### src/rtl/hlt_pkg.sv
package hlt_pkg;

  localparam int unsigned TypeW    = 2;
  localparam int unsigned AddrW    = 16;
  localparam int unsigned ProfW    = 8;
  localparam int unsigned MissW    = 8;
  localparam int unsigned ThrW     = 8;
  localparam int unsigned ApbAddrW = 3;
  localparam int unsigned ApbDataW = 32;
  localparam int unsigned RegIdxW  = ApbAddrW - 2;

  localparam int unsigned MaxResults = 16;
  localparam int unsigned CntW       = $clog2(MaxResults + 1);

  localparam logic [MissW-1:0]   MissCap          = 8'hFF;
  localparam logic [ThrW-1:0]    LossThrReset     = 8'd3;
  localparam logic [RegIdxW-1:0] RegLossThreshold = 1'b0;

  typedef enum logic [TypeW-1:0] {
    REQ_TICK      = 2'd0,
    REQ_HEARTBEAT = 2'd1,
    REQ_REGISTER  = 2'd2,
    REQ_REMOVE    = 2'd3
  } req_type_e;

  typedef struct packed {
    logic [AddrW-1:0] addr;
    logic [ProfW-1:0] profile;
    logic             reach;
    logic [MissW-1:0] misses;
  } slot_t;

  typedef struct packed {
    logic [AddrW-1:0] addr;
    logic             reach;
    logic             resync;
    logic [ProfW-1:0] profile;
  } evt_t;

  typedef struct packed {
    logic start;
    logic rd_en;
    logic step;
    logic last;
    logic flush;
  } ctrl_cmd_t;

  typedef struct packed {
    logic out_free;
    logic pend_valid;
  } dp_status_t;

endpackage

### src/rtl/hlt_req_if.sv
interface hlt_req_if
  import hlt_pkg::*;
  ();
  logic             valid;
  logic             ready;
  logic [TypeW-1:0] req_type;
  logic [AddrW-1:0] node_addr;
  logic [ProfW-1:0] node_profile;
  logic             start_reachable;

  modport source (
    output valid, req_type, node_addr, node_profile, start_reachable,
    input  ready
  );
  modport sink (
    input  valid, req_type, node_addr, node_profile, start_reachable,
    output ready
  );
endinterface

### src/rtl/hlt_evt_if.sv
interface hlt_evt_if
  import hlt_pkg::*;
  ();
  logic             valid;
  logic             ready;
  logic [AddrW-1:0] event_addr;
  logic             now_reachable;
  logic             resync_request;
  logic [ProfW-1:0] event_profile;
  logic             is_last;

  modport source (
    output valid, event_addr, now_reachable, resync_request, event_profile, is_last,
    input  ready
  );
  modport sink (
    input  valid, event_addr, now_reachable, resync_request, event_profile, is_last,
    output ready
  );
endinterface

### src/rtl/hlt_ram.sv
module hlt_ram #(
  parameter int unsigned Width = 8,
  parameter int unsigned Depth = 16,
  localparam int unsigned Aw   = (Depth > 1) ? $clog2(Depth) : 1
) (
  input  logic             clk_i,
  input  logic             we_i,
  input  logic [Aw-1:0]    waddr_i,
  input  logic [Width-1:0] wdata_i,
  input  logic             re_i,
  input  logic [Aw-1:0]    raddr_i,
  output logic [Width-1:0] rdata_o
);

  logic [Width-1:0] mem_q [Depth];
  logic [Width-1:0] rdata_q;

  always_ff @(posedge clk_i) begin
    if (we_i) begin
      mem_q[waddr_i] <= wdata_i;
    end
    if (re_i) begin
      rdata_q <= mem_q[raddr_i];
    end
  end

  assign rdata_o = rdata_q;

endmodule

### src/rtl/hlt_ctrl.sv
module hlt_ctrl
  import hlt_pkg::*;
#(
  parameter int unsigned MaxNodes = 16,
  localparam int unsigned IdxW    = (MaxNodes > 1) ? $clog2(MaxNodes) : 1
) (
  input  logic            clk_i,
  input  logic            rst_ni,
  input  logic            req_valid_i,
  output logic            req_ready_o,
  input  dp_status_t      status_i,
  output ctrl_cmd_t       cmd_o,
  output logic [IdxW-1:0] idx_o,
  output logic [IdxW-1:0] rd_addr_o
);

  typedef enum logic [1:0] {
    ST_IDLE,
    ST_WALK,
    ST_FLUSH
  } state_e;

  localparam logic [IdxW-1:0] LastIdx = IdxW'(MaxNodes - 1);

  state_e          state_q, state_d;
  logic [IdxW-1:0] idx_q, idx_d;

  always_comb begin
    state_d     = state_q;
    idx_d       = idx_q;
    cmd_o       = '0;
    rd_addr_o   = '0;
    req_ready_o = 1'b0;
    case (state_q)
      ST_IDLE: begin
        req_ready_o = 1'b1;
        if (req_valid_i) begin
          cmd_o.start = 1'b1;
          cmd_o.rd_en = 1'b1;
          idx_d       = '0;
          state_d     = ST_WALK;
        end
      end
      ST_WALK: begin
        if (status_i.out_free) begin
          cmd_o.step = 1'b1;
          if (idx_q == LastIdx) begin
            cmd_o.last = 1'b1;
            state_d    = ST_FLUSH;
          end else begin
            cmd_o.rd_en = 1'b1;
            rd_addr_o   = idx_q + IdxW'(1);
            idx_d       = idx_q + IdxW'(1);
          end
        end
      end
      ST_FLUSH: begin
        if (status_i.out_free || !status_i.pend_valid) begin
          cmd_o.flush = 1'b1;
          state_d     = ST_IDLE;
        end
      end
      default: begin
        state_d = ST_IDLE;
      end
    endcase
  end

  always_ff @(posedge clk_i or negedge rst_ni) begin
    if (!rst_ni) begin
      state_q <= ST_IDLE;
      idx_q   <= '0;
    end else begin
      state_q <= state_d;
      idx_q   <= idx_d;
    end
  end

  assign idx_o = idx_q;

endmodule

### src/rtl/hlt_dp.sv
module hlt_dp
  import hlt_pkg::*;
#(
  parameter int unsigned MaxNodes = 16,
  localparam int unsigned IdxW    = (MaxNodes > 1) ? $clog2(MaxNodes) : 1
) (
  input  logic             clk_i,
  input  logic             rst_ni,
  input  ctrl_cmd_t        cmd_i,
  input  logic [IdxW-1:0]  idx_i,
  input  logic [IdxW-1:0]  rd_addr_i,
  input  logic [ThrW-1:0]  loss_threshold_i,
  input  logic [TypeW-1:0] req_type_i,
  input  logic [AddrW-1:0] node_addr_i,
  input  logic [ProfW-1:0] node_profile_i,
  input  logic             start_reachable_i,
  output dp_status_t       status_o,
  output logic             evt_valid_o,
  input  logic             evt_ready_i,
  output evt_t             evt_o,
  output logic             evt_last_o
);

  req_type_e        req_type_q;
  logic [AddrW-1:0] req_addr_q;
  logic [ProfW-1:0] req_prof_q;
  logic             req_start_q;

  logic [MaxNodes-1:0] used_q, used_d;
  logic                found_q, found_d;
  logic [IdxW-1:0]     found_idx_q, found_idx_d;
  logic                free_q, free_d;
  logic [IdxW-1:0]     free_idx_q, free_idx_d;
  logic [CntW-1:0]     cnt_q, cnt_d;
  logic                pend_valid_q, pend_valid_d;
  evt_t                pend_q, pend_d;
  logic                out_valid_q, out_valid_d;
  evt_t                out_q, out_d;
  logic                out_last_q, out_last_d;

  slot_t            rd;
  slot_t            wdata;
  logic             we;
  logic [IdxW-1:0]  waddr;
  logic             used_k;
  logic             match;
  logic [MissW-1:0] mis_inc;
  logic             loss;
  logic             ev_fire;
  evt_t             ev;
  logic             out_free;

  hlt_ram #(
    .Width ($bits(slot_t)),
    .Depth (MaxNodes)
  ) u_slot_ram (
    .clk_i   (clk_i),
    .we_i    (we),
    .waddr_i (waddr),
    .wdata_i (wdata),
    .re_i    (cmd_i.rd_en),
    .raddr_i (rd_addr_i),
    .rdata_o (rd)
  );

  assign used_k   = used_q[idx_i];
  assign match    = used_k && (rd.addr == req_addr_q) && !found_q;
  assign mis_inc  = (rd.misses == MissCap) ? rd.misses : rd.misses + MissW'(1);
  assign loss     = rd.reach && (mis_inc >= loss_threshold_i)
                    && (cnt_q != CntW'(MaxResults));
  assign out_free = !out_valid_q || evt_ready_i;

  always_comb begin
    we          = 1'b0;
    waddr       = idx_i;
    wdata       = rd;
    ev_fire     = 1'b0;
    ev          = '0;
    used_d      = used_q;
    found_d     = found_q;
    found_idx_d = found_idx_q;
    free_d      = free_q;
    free_idx_d  = free_idx_q;
    if (cmd_i.step) begin
      case (req_type_q)
        REQ_TICK: begin
          if (used_k) begin
            we           = 1'b1;
            wdata.reach  = rd.reach & ~loss;
            wdata.misses = mis_inc;
            ev_fire      = loss;
            ev.addr      = rd.addr;
          end
        end
        REQ_HEARTBEAT: begin
          if (match) begin
            found_d      = 1'b1;
            we           = 1'b1;
            wdata.reach  = 1'b1;
            wdata.misses = '0;
            ev_fire      = !rd.reach;
            ev.addr      = req_addr_q;
            ev.reach     = 1'b1;
            ev.resync    = 1'b1;
            ev.profile   = rd.profile;
          end
        end
        REQ_REGISTER: begin
          if (match) begin
            found_d     = 1'b1;
            found_idx_d = idx_i;
          end
          if (!used_k && !free_q) begin
            free_d     = 1'b1;
            free_idx_d = idx_i;
          end
          if (cmd_i.last) begin
            if (found_q) begin
              we    = 1'b1;
              waddr = found_idx_q;
            end else if (match) begin
              we = 1'b1;
            end else if (free_q) begin
              we    = 1'b1;
              waddr = free_idx_q;
            end else if (!used_k) begin
              we = 1'b1;
            end
            wdata.addr    = req_addr_q;
            wdata.profile = req_prof_q;
            wdata.reach   = req_start_q;
            wdata.misses  = '0;
            if (we) begin
              used_d[waddr] = 1'b1;
            end
          end
        end
        REQ_REMOVE: begin
          if (match) begin
            found_d        = 1'b1;
            used_d[idx_i]  = 1'b0;
          end
        end
        default: ;
      endcase
    end
    if (cmd_i.start) begin
      found_d = 1'b0;
      free_d  = 1'b0;
    end
  end

  always_comb begin
    cnt_d        = cnt_q;
    pend_valid_d = pend_valid_q;
    pend_d       = pend_q;
    out_valid_d  = out_valid_q && !evt_ready_i;
    out_d        = out_q;
    out_last_d   = out_last_q;
    if (cmd_i.start) begin
      cnt_d = '0;
    end
    if (cmd_i.step && ev_fire) begin
      cnt_d        = cnt_q + CntW'(1);
      pend_d       = ev;
      pend_valid_d = 1'b1;
      if (pend_valid_q) begin
        out_d       = pend_q;
        out_last_d  = 1'b0;
        out_valid_d = 1'b1;
      end
    end
    if (cmd_i.flush && pend_valid_q) begin
      out_d        = pend_q;
      out_last_d   = 1'b1;
      out_valid_d  = 1'b1;
      pend_valid_d = 1'b0;
    end
  end

  always_ff @(posedge clk_i or negedge rst_ni) begin
    if (!rst_ni) begin
      used_q       <= '0;
      found_q      <= 1'b0;
      free_q       <= 1'b0;
      cnt_q        <= '0;
      pend_valid_q <= 1'b0;
      out_valid_q  <= 1'b0;
    end else begin
      used_q       <= used_d;
      found_q      <= found_d;
      free_q       <= free_d;
      cnt_q        <= cnt_d;
      pend_valid_q <= pend_valid_d;
      out_valid_q  <= out_valid_d;
    end
  end

  always_ff @(posedge clk_i) begin
    if (cmd_i.start) begin
      req_type_q  <= req_type_e'(req_type_i);
      req_addr_q  <= node_addr_i;
      req_prof_q  <= node_profile_i;
      req_start_q <= start_reachable_i;
    end
    found_idx_q <= found_idx_d;
    free_idx_q  <= free_idx_d;
    pend_q      <= pend_d;
    out_q       <= out_d;
    out_last_q  <= out_last_d;
  end

  assign status_o.out_free   = out_free;
  assign status_o.pend_valid = pend_valid_q;
  assign evt_valid_o         = out_valid_q;
  assign evt_o               = out_q;
  assign evt_last_o          = out_last_q;

endmodule

### src/rtl/heartbeat_loss_tracker_unit.sv
// Channel   Role   Handshake      Payload
// req_i     sink   valid/ready    req_type, node_addr, node_profile, start_reachable
// evt_o     source valid/ready    event_addr, now_reachable, resync_request,
//                                 event_profile, is_last
// apb       slave  psel/penable   loss_threshold at byte address 0
//
// Every item walks the whole slot table: ST_IDLE accepts it, ST_WALK steps through
// every slot, and ST_FLUSH releases any held event as the last one.
// The RAM's single read port sets the walk: one slot per cycle unless evt_o stalls.
// A stalled evt_o holds the walk until the waiting event is taken.
// Reset empties the table at once; no clearing pass is needed.
module heartbeat_loss_tracker_unit
  import hlt_pkg::*;
#(
  parameter int unsigned MaxNodes = 16
) (
  input  logic                clk_i,
  input  logic                rst_ni,
  hlt_req_if.sink             req_i,
  hlt_evt_if.source           evt_o,
  input  logic                psel_i,
  input  logic                penable_i,
  input  logic                pwrite_i,
  input  logic [ApbAddrW-1:0] paddr_i,
  input  logic [ApbDataW-1:0] pwdata_i,
  output logic [ApbDataW-1:0] prdata_o,
  output logic                pready_o
);

  localparam int unsigned IdxW = (MaxNodes > 1) ? $clog2(MaxNodes) : 1;

  logic [ThrW-1:0] thr_q;
  logic            reg_sel;
  ctrl_cmd_t       cmd;
  dp_status_t      status;
  logic [IdxW-1:0] idx;
  logic [IdxW-1:0] rd_addr;
  evt_t            evt;
  logic            evt_valid;
  logic            evt_last;

  assign pready_o = 1'b1;
  assign reg_sel  = (paddr_i[ApbAddrW-1:2] == RegLossThreshold);
  assign prdata_o = reg_sel ? ApbDataW'(thr_q) : '0;

  always_ff @(posedge clk_i or negedge rst_ni) begin
    if (!rst_ni) begin
      thr_q <= LossThrReset;
    end else if (psel_i && penable_i && pwrite_i && pready_o && reg_sel) begin
      thr_q <= pwdata_i[ThrW-1:0];
    end
  end

  hlt_ctrl #(
    .MaxNodes (MaxNodes)
  ) u_ctrl (
    .clk_i       (clk_i),
    .rst_ni      (rst_ni),
    .req_valid_i (req_i.valid),
    .req_ready_o (req_i.ready),
    .status_i    (status),
    .cmd_o       (cmd),
    .idx_o       (idx),
    .rd_addr_o   (rd_addr)
  );

  hlt_dp #(
    .MaxNodes (MaxNodes)
  ) u_dp (
    .clk_i             (clk_i),
    .rst_ni            (rst_ni),
    .cmd_i             (cmd),
    .idx_i             (idx),
    .rd_addr_i         (rd_addr),
    .loss_threshold_i  (thr_q),
    .req_type_i        (req_i.req_type),
    .node_addr_i       (req_i.node_addr),
    .node_profile_i    (req_i.node_profile),
    .start_reachable_i (req_i.start_reachable),
    .status_o          (status),
    .evt_valid_o       (evt_valid),
    .evt_ready_i       (evt_o.ready),
    .evt_o             (evt),
    .evt_last_o        (evt_last)
  );

  assign evt_o.valid          = evt_valid;
  assign evt_o.event_addr     = evt.addr;
  assign evt_o.now_reachable  = evt.reach;
  assign evt_o.resync_request = evt.resync;
  assign evt_o.event_profile  = evt.profile;
  assign evt_o.is_last        = evt_last;

endmodule

### src/flat_wrapper.sv
// flat-port wrapper written by rule: the top's interface ports become plain ports
module heartbeat_loss_tracker_unit_flat import hlt_pkg::*;
#(
  parameter int unsigned MaxNodes = 16
)
  (clk_i, rst_ni, psel_i, penable_i, pwrite_i, paddr_i, pwdata_i, prdata_o, pready_o, req_i_valid, req_i_req_type, req_i_node_addr, req_i_node_profile, req_i_start_reachable, req_i_ready, evt_o_valid, evt_o_event_addr, evt_o_now_reachable, evt_o_resync_request, evt_o_event_profile, evt_o_is_last, evt_o_ready);
  hlt_req_if req_i_i ();
  hlt_evt_if evt_o_i ();
  input  logic clk_i;
  input  logic rst_ni;
  input  logic psel_i;
  input  logic penable_i;
  input  logic pwrite_i;
  input  logic [ApbAddrW-1:0] paddr_i;
  input  logic [ApbDataW-1:0] pwdata_i;
  output logic [ApbDataW-1:0] prdata_o;
  output logic pready_o;
  input wire logic [$bits(req_i_i.valid)-1:0] req_i_valid;
  input wire logic [$bits(req_i_i.req_type)-1:0] req_i_req_type;
  input wire logic [$bits(req_i_i.node_addr)-1:0] req_i_node_addr;
  input wire logic [$bits(req_i_i.node_profile)-1:0] req_i_node_profile;
  input wire logic [$bits(req_i_i.start_reachable)-1:0] req_i_start_reachable;
  output wire logic [$bits(req_i_i.ready)-1:0] req_i_ready;
  output wire logic [$bits(evt_o_i.valid)-1:0] evt_o_valid;
  output wire logic [$bits(evt_o_i.event_addr)-1:0] evt_o_event_addr;
  output wire logic [$bits(evt_o_i.now_reachable)-1:0] evt_o_now_reachable;
  output wire logic [$bits(evt_o_i.resync_request)-1:0] evt_o_resync_request;
  output wire logic [$bits(evt_o_i.event_profile)-1:0] evt_o_event_profile;
  output wire logic [$bits(evt_o_i.is_last)-1:0] evt_o_is_last;
  input wire logic [$bits(evt_o_i.ready)-1:0] evt_o_ready;
  assign req_i_i.valid = req_i_valid;
  assign req_i_i.req_type = req_i_req_type;
  assign req_i_i.node_addr = req_i_node_addr;
  assign req_i_i.node_profile = req_i_node_profile;
  assign req_i_i.start_reachable = req_i_start_reachable;
  assign req_i_ready = req_i_i.ready;
  assign evt_o_valid = evt_o_i.valid;
  assign evt_o_event_addr = evt_o_i.event_addr;
  assign evt_o_now_reachable = evt_o_i.now_reachable;
  assign evt_o_resync_request = evt_o_i.resync_request;
  assign evt_o_event_profile = evt_o_i.event_profile;
  assign evt_o_is_last = evt_o_i.is_last;
  assign evt_o_i.ready = evt_o_ready;
  heartbeat_loss_tracker_unit #(.MaxNodes(MaxNodes)) u_core (.clk_i(clk_i), .rst_ni(rst_ni), .req_i(req_i_i), .evt_o(evt_o_i), .psel_i(psel_i), .penable_i(penable_i), .pwrite_i(pwrite_i), .paddr_i(paddr_i), .pwdata_i(pwdata_i), .prdata_o(prdata_o), .pready_o(pready_o));
endmodule
### config.mk
export PLATFORM = sky130hd
export DESIGN_NAME = heartbeat_loss_tracker_unit_flat
export DESIGN_NICKNAME = d
export VERILOG_FILES = /design/src/rtl/hlt_pkg.sv /design/src/rtl/hlt_req_if.sv /design/src/rtl/hlt_evt_if.sv /design/src/rtl/hlt_ram.sv /design/src/rtl/hlt_ctrl.sv /design/src/rtl/hlt_dp.sv /design/src/rtl/heartbeat_loss_tracker_unit.sv /design/src/flat_wrapper.sv
export SDC_FILE = /design/constraint.sdc
export NUM_CORES = 1
export LEC_CHECK = 0
export BUFFER_PORTS_ARGS = -buffer_cell sky130_fd_sc_hd__buf_2
export CORE_ASPECT_RATIO = 0.8
export CORE_MARGIN = 4
export CORE_UTILIZATION = 50
export CTS_CLUSTER_SIZE = 10
export DETAILED_ROUTE_END_ITERATION = 16
export PLACE_DENSITY = 0.72
export SETUP_SLACK_MARGIN = 0.1
export SYNTH_ARGS = -nofsm -noshare
export SYNTH_HDL_FRONTEND = slang
export SYNTH_SLANG_ARGS = --single-unit
### constraint.sdc
create_clock -name clk_i -period 6.3 [get_ports clk_i]
set_clock_uncertainty 0.1 [all_clocks]
set_input_delay 0.63 -clock clk_i [delete_from_list [all_inputs] [get_ports clk_i]]
set_output_delay 0.63 -clock clk_i [all_outputs]
set_load 0.01 [all_outputs]
# After elaboration in Yosys (flattened, before gate mapping)
# Memories as Yosys holds them, arrays and structs flattened. A register that Yosys moved wholly into a read port is not among the register bits.
# Index checks and enable logic that the tools add are counted.
# word_totals
ff_bits,127
ramBits,528
in_bits,69
out_inout_bits,62
word_cells,190
mem_count,1
# memory_table
memory,depth,width,rd,rd_ports_with_merged_regs,wr,line,rtl
u_core.u_dp.u_slot_ram.mem_q,16,33,1,1,1,hlt_ram.sv:15,logic [Width-1:0] mem_q [Depth];
# classes
add_sub_neg,3
magnitude_cmp,5
eq_ne,17
n_mux,88
n_bitwise,6
n_reduce_logical,46
# op_table
op,n
$mux W26,4
$mux W33,2
$mux W16,4
$pmux W16 S2,2
$mux W4,15
$mux W1,38
$pmux W9 S3,1
$mux W24,1
$reduce_bool A2 Y1,10
$mux W9,2
$and A16 B16 Y16,1
$eq A16 B16 Y1,1
$mux W8,2
$not A16 Y16,1
$or A16 B16 Y16,1
$reduce_and A3 Y1,5
$logic_and A1 B1 Y1,13
$mux W2,6
$lt A4 B5 Y1 const B,2
$mux W5,2
$ne A2 B2 Y1 const B,5
$add A8 B1 Y8 const B,1
$demux W1 S4,2
$eq A8 B8 Y1 const B,1
other kinds (24),43

# Longest topological paths before layout
# logic_depth
word_depth,17
depth_mapped,15
depth_no_buf,14

# Cells and area by module
# A second synthesis with hierarchy kept.
# unflattened
cells_unflattened,1409
area_unflattened_um2,27461.3
# by_module_without_submodules
mod,n_inst,cells_per_inst,area_each_um2,seq_area_each_um2
hlt_ram,1,864,20961.4,16846.2
hlt_dp,1,454,5551.6,3198.1
heartbeat_loss_tracker_unit,1,52,581.8,202.7
hlt_ctrl,1,39,366.6,150.1

# Worst setup path after synthesis
# Ideal clock, no wire load.
# synth_timing
path_kind,register to register
from,"register u_core.u_ctrl.idx_q[0], in the netlist u_core.u_ctrl.idx_o[0]"
to,memory u_core.u_dp.u_slot_ram.mem_q[5][0] (netlist name) (enable)
setup_ns,0.472
arrival_ns,4.836
required_time_ns,5.728
slack_ns,0.892
stages_incl_launch_ff,10
n_path_buf,2
synth_period_minus_slack_ns,5.408
path_cell_list,dfrtp_1 > buf_6 > mux4_2 > mux2i_1 > mux2_4 > buf_2 > o211ai_1 > o311ai_1 > nand3b_1 > nor3b_1
# synth_between
elab_chain_cells,14
elab_cells_between_ends,31
# synth_lines
element,line,rtl
start: declaration,hlt_ctrl.sv:26,"logic [IdxW-1:0] idx_q, idx_d;"
start signal: assignment,hlt_ctrl.sv:75,idx_q <= idx_d;
$bmux W1 S4,hlt_dp.sv:66,assign used_k = used_q[idx_i];
$mux W1 (implied by the code),hlt_dp.sv:66,
$mux W1 or $logic_and A1 B1 Y1 (tied branches),"hlt_dp.sv:126, hlt_dp.sv:67",
$mux W1 or $logic_and A1 B1 Y1 (tied branches),"hlt_dp.sv:123, hlt_dp.sv:67",
$mux W1,hlt_dp.sv:121,end else if (match) begin
$mux W1,hlt_dp.sv:118,if (found_q) begin
$mux W1,hlt_dp.sv:117,if (cmd_i.last) begin
$mux W1,hlt_dp.sv:85,case (req_type_q)
$mux W1,hlt_dp.sv:84,if (cmd_i.step) begin
$mux W1,hlt_dp.sv:117,
$pmux W1 S3,hlt_dp.sv:85,
$mux W1,hlt_dp.sv:84,
$mux W1,hlt_ram.sv:19,if (we_i) begin
$mux W1 (implied by the code),hlt_ram.sv:20,mem_q[waddr_i] <= wdata_i;
end: declaration,hlt_ram.sv:15,
# Parallel ways exist; a longest one is shown, timed or not. The select of a mux whose other input is x is not followed.

# Worst setup path in the final report
# layout_timing
from,"register u_core.u_ctrl.idx_q[2], in the netlist u_core.u_ctrl.idx_o[2]"
to,memory u_core.u_dp.u_slot_ram.mem_q[9][0] (netlist name) (enable)
# Same word-level chain as after synthesis.

==> impl_metrics.toml <==
[placement]
dp_slack_ns = 1.30
io_buffers = 79
globalplace.congestion = 0.829
dp_hpwl_um = 35300
dp_cells = 2450

[finish]
stdcell_count = 2559
seqCellArea_um2 = 20400
diodes = 0
most-common-layout-cells = "edfxtp_1 (646), nand2_1 (164), nor2_1 (81)"
syn2layout_area_growth_pct = 12.4
drive_gt1_share_pct = 18.0
multi_input_area_um2 = 6790
num-fill-cells = 4032
nNetsFinal = 1874
final_common_cell = "edfxtp_1"

[clock_network]
clkSlewWorstSetupHoldPaths_ns = 0.06
cts_buffers = 79
post_cts_buffers = 0
cts_max_level = 3
cts.sinks = 686
postCtsHoldBufs = 0
cts_tree = "done"
cts_max_path_buffers = 3
root_buffer = "clkbuf_16"
clock_latency_ns = 0.60
cts-resized-gates = 0

[detailed_routing]
dr_total_vias = 15600
drt_wl_total_um = 63500
postRouteAntennaNets = 0
wl_per_cell_um = 24.8
drtIter0Drc = 2073
dr.pass1.iters = 5
dr_wl_met2_um = 29000
wl_met1_um = 26600
via_per_inst = 6.11
top_layer_used = "met4"
dr_wl_met3_um = 6700
drc = 0

[global_routing]
grt_pass1_vias = 15400
antenna_found_initial = 1
grtUsageTotal_pct = 21.5
grt_pass1_wl_um = 95800
grt_max_degree = 141
overflow = 0

[synthesis]
synth_cell_types = 70
seq_area_frac_synth_pct = 73.8
avgSynthCellArea_um2 = 16.3
ys_ff_latch = 686
ys.flop_type = "edfxtp_1"
syn-cell-area_um2 = 27600
postSynthCellCount = 1699
yosysWarningCount = 0
synthArstFlopShare_pct = 5.69
synth_edf_count = 646

[floorplanning]
core_area_um2 = 54300
die_x_um = 271
initial_utilization_pct = 50.9
fp.dieArea_um2 = 59100
io_pins = 131
fp.dieH_um = 218
row_count = 76

[critical_path]
setup.worst_path.start_class = "register"
reg2regPathDepth = 9
crit_type = "register to register"
crit_end = "u_core.u_dp.u_slot_ram.mem_q[9][0]"
crit_fanout = 29
critPathArrivalTime_ns = 5.23
reg2reg_from = "u_core.u_ctrl.idx_o[2]"
critPathLaunch = "u_core.u_ctrl.idx_o[2]"
worstPathRequired_ns = 6.44
crit_path_end_kind = "register"
timing.rr.end = "u_core.u_dp.u_slot_ram.mem_q[9][0]"
r2r_slack_ns = 1.20

[min_path]
hold_class = "primary input to asynchronous set/reset pin"

[timing]
tns_ns = 0
fin_crit_ns = 5.10
setup_viol = 0
min_period_over_period_pct = 80.9
max_freq_mhz = 196
timing.slew.headroom_pct = 25.5
tightest_slew_ns = 1.11
hold_viol = 0
setup_ws_ns = 1.20
slew_violations = 0
whs_ns = 0.0631
rsz0062_at_grt = "no"

[power]
leakage_nw = 10.2
peakVddDrop_mv = 0.378
p_per_area_nw_per_um2 = 503
power.total_mw = 15.6

[status]
status = "finished clean"

[flow_run]
maxCapViolations = 0
through the flow:
step / utilization, % / area, um2
3_5_place_dp: 53.3 / 28900
2_1_floorplan: - / 27700
6_report: 57.2 / 31100
5_1_grt: 57.2 / 31100
4_1_cts: 57.2 / 31100
3_3_place_gp: 53.3 / 28900
routing by layer:
layer | GRT usage [%] | up-vias
met5 | 0 | -
met4 | 5.49 | 0
met3 | 5.13 | 102
met2 | 32.9 | 801
met1 | 31.5 | 7853
li1 | - | 6870
Yosys cell counts (26+ instances only):
| cell type | n | area [um2] |
|---|---|---|
| edfxtp_1 | 646 | 19400 |
| nand2_1 | 167 | 627 |
| nor2_1 | 90 | 338 |
| clkbuf_1 | 83 | 312 |
| mux4_2 | 68 | 1530 |
| o21ai_0 | 47 | 235 |
| nor3_1 | 41 | 205 |
| a211oi_1 | 39 | 293 |
| o22ai_1 | 39 | 244 |
| dfrtp_1 | 37 | 926 |
| mux2i_1 | 37 | 370 |
| a31oi_1 | 36 | 225 |
| o221ai_1 | 29 | 254 |
| a2111oi_0 | 27 | 236 |
| buf_4 | 26 | 195 |
final cells by class:
cell class              instances  share of cell area [%]
clock buffers                 103                    6.72
clock inverters                 6                   0.177
inverters                      18                   0.218
multi-input cells             887                    21.9
flip-flops and latches        686                    65.7
well taps                     741                    2.98
repair buffers                118                    2.38
logic make-up (layout without fill, tap and decap cells):
family	count (synthesis)	in the layout	share of synthesized area, %
compound gates	310	310	8.13
xor+xnor	22	22	0.697
fa+ha+maj	15	15	0.679
buf+inv	149	245	2.47
flops	686	686	73.8
mux	123	123	7.74
other cells	2	25	0.0272
simple gates	392	392	6.46
worst min-delay path by stage:
stage                                      to  slack [ns]  cells past startpoint
finish                        u_core.thr_q[5]        0.06                      1
global route        u_core.u_dp.req_addr_q[1]        0.07                      1
CTS                           u_core.thr_q[5]        0.07                      1
detailed placement       u_core.u_dp.evt_o[0]        0.30                      0
global placement        u_core.u_dp.evt_o[20]        0.30                      0
floorplan                     u_core.thr_q[2]        0.23                      0
sequential cells by signal, indices dropped and copies added, names as in the netlist, 2 cells and up:
name / count
u_core.thr_q: 8
u_core.u_ctrl.idx_o: 4
u_core.u_ctrl.state_q: 2
u_core.u_dp.used_q: 16
u_core.u_dp.evt_o: 25
u_core.u_dp.free_idx_q: 4
u_core.u_dp.req_type_q: 2
u_core.u_dp.u_slot_ram.rdata_o: 33
u_core.u_dp.cnt_q: 5
u_core.u_dp.found_idx_q: 4
u_core.u_dp.req_prof_q: 8
u_core.u_dp.u_slot_ram.mem_q: 528
u_core.u_dp.req_addr_q: 16
u_core.u_dp.pend_q: 25
power by group:
part / total (mW) / leakage, nW / internal (mW) / switching, mW
clock network: 3.93 / 1.04 / 2.29 / 1.64
registers: 6.34 / 6.32 / 6.00 / 0.348
logic: 5.36 / 2.87 / 1.88 / 3.47
worst max-delay path, stage by stage, from the launching register on:
cell and delay, ns:
dfrtp_1 0.81, nand3_1 0.30, or4_1 0.59, buf_4 0.28, nor2_1 0.15, o31ai_1 0.11
a221oi_1 0.81, nand3b_1 0.45, nor2_4 0.57, buf_4 0.53
(Power assumes the default switching activity.)
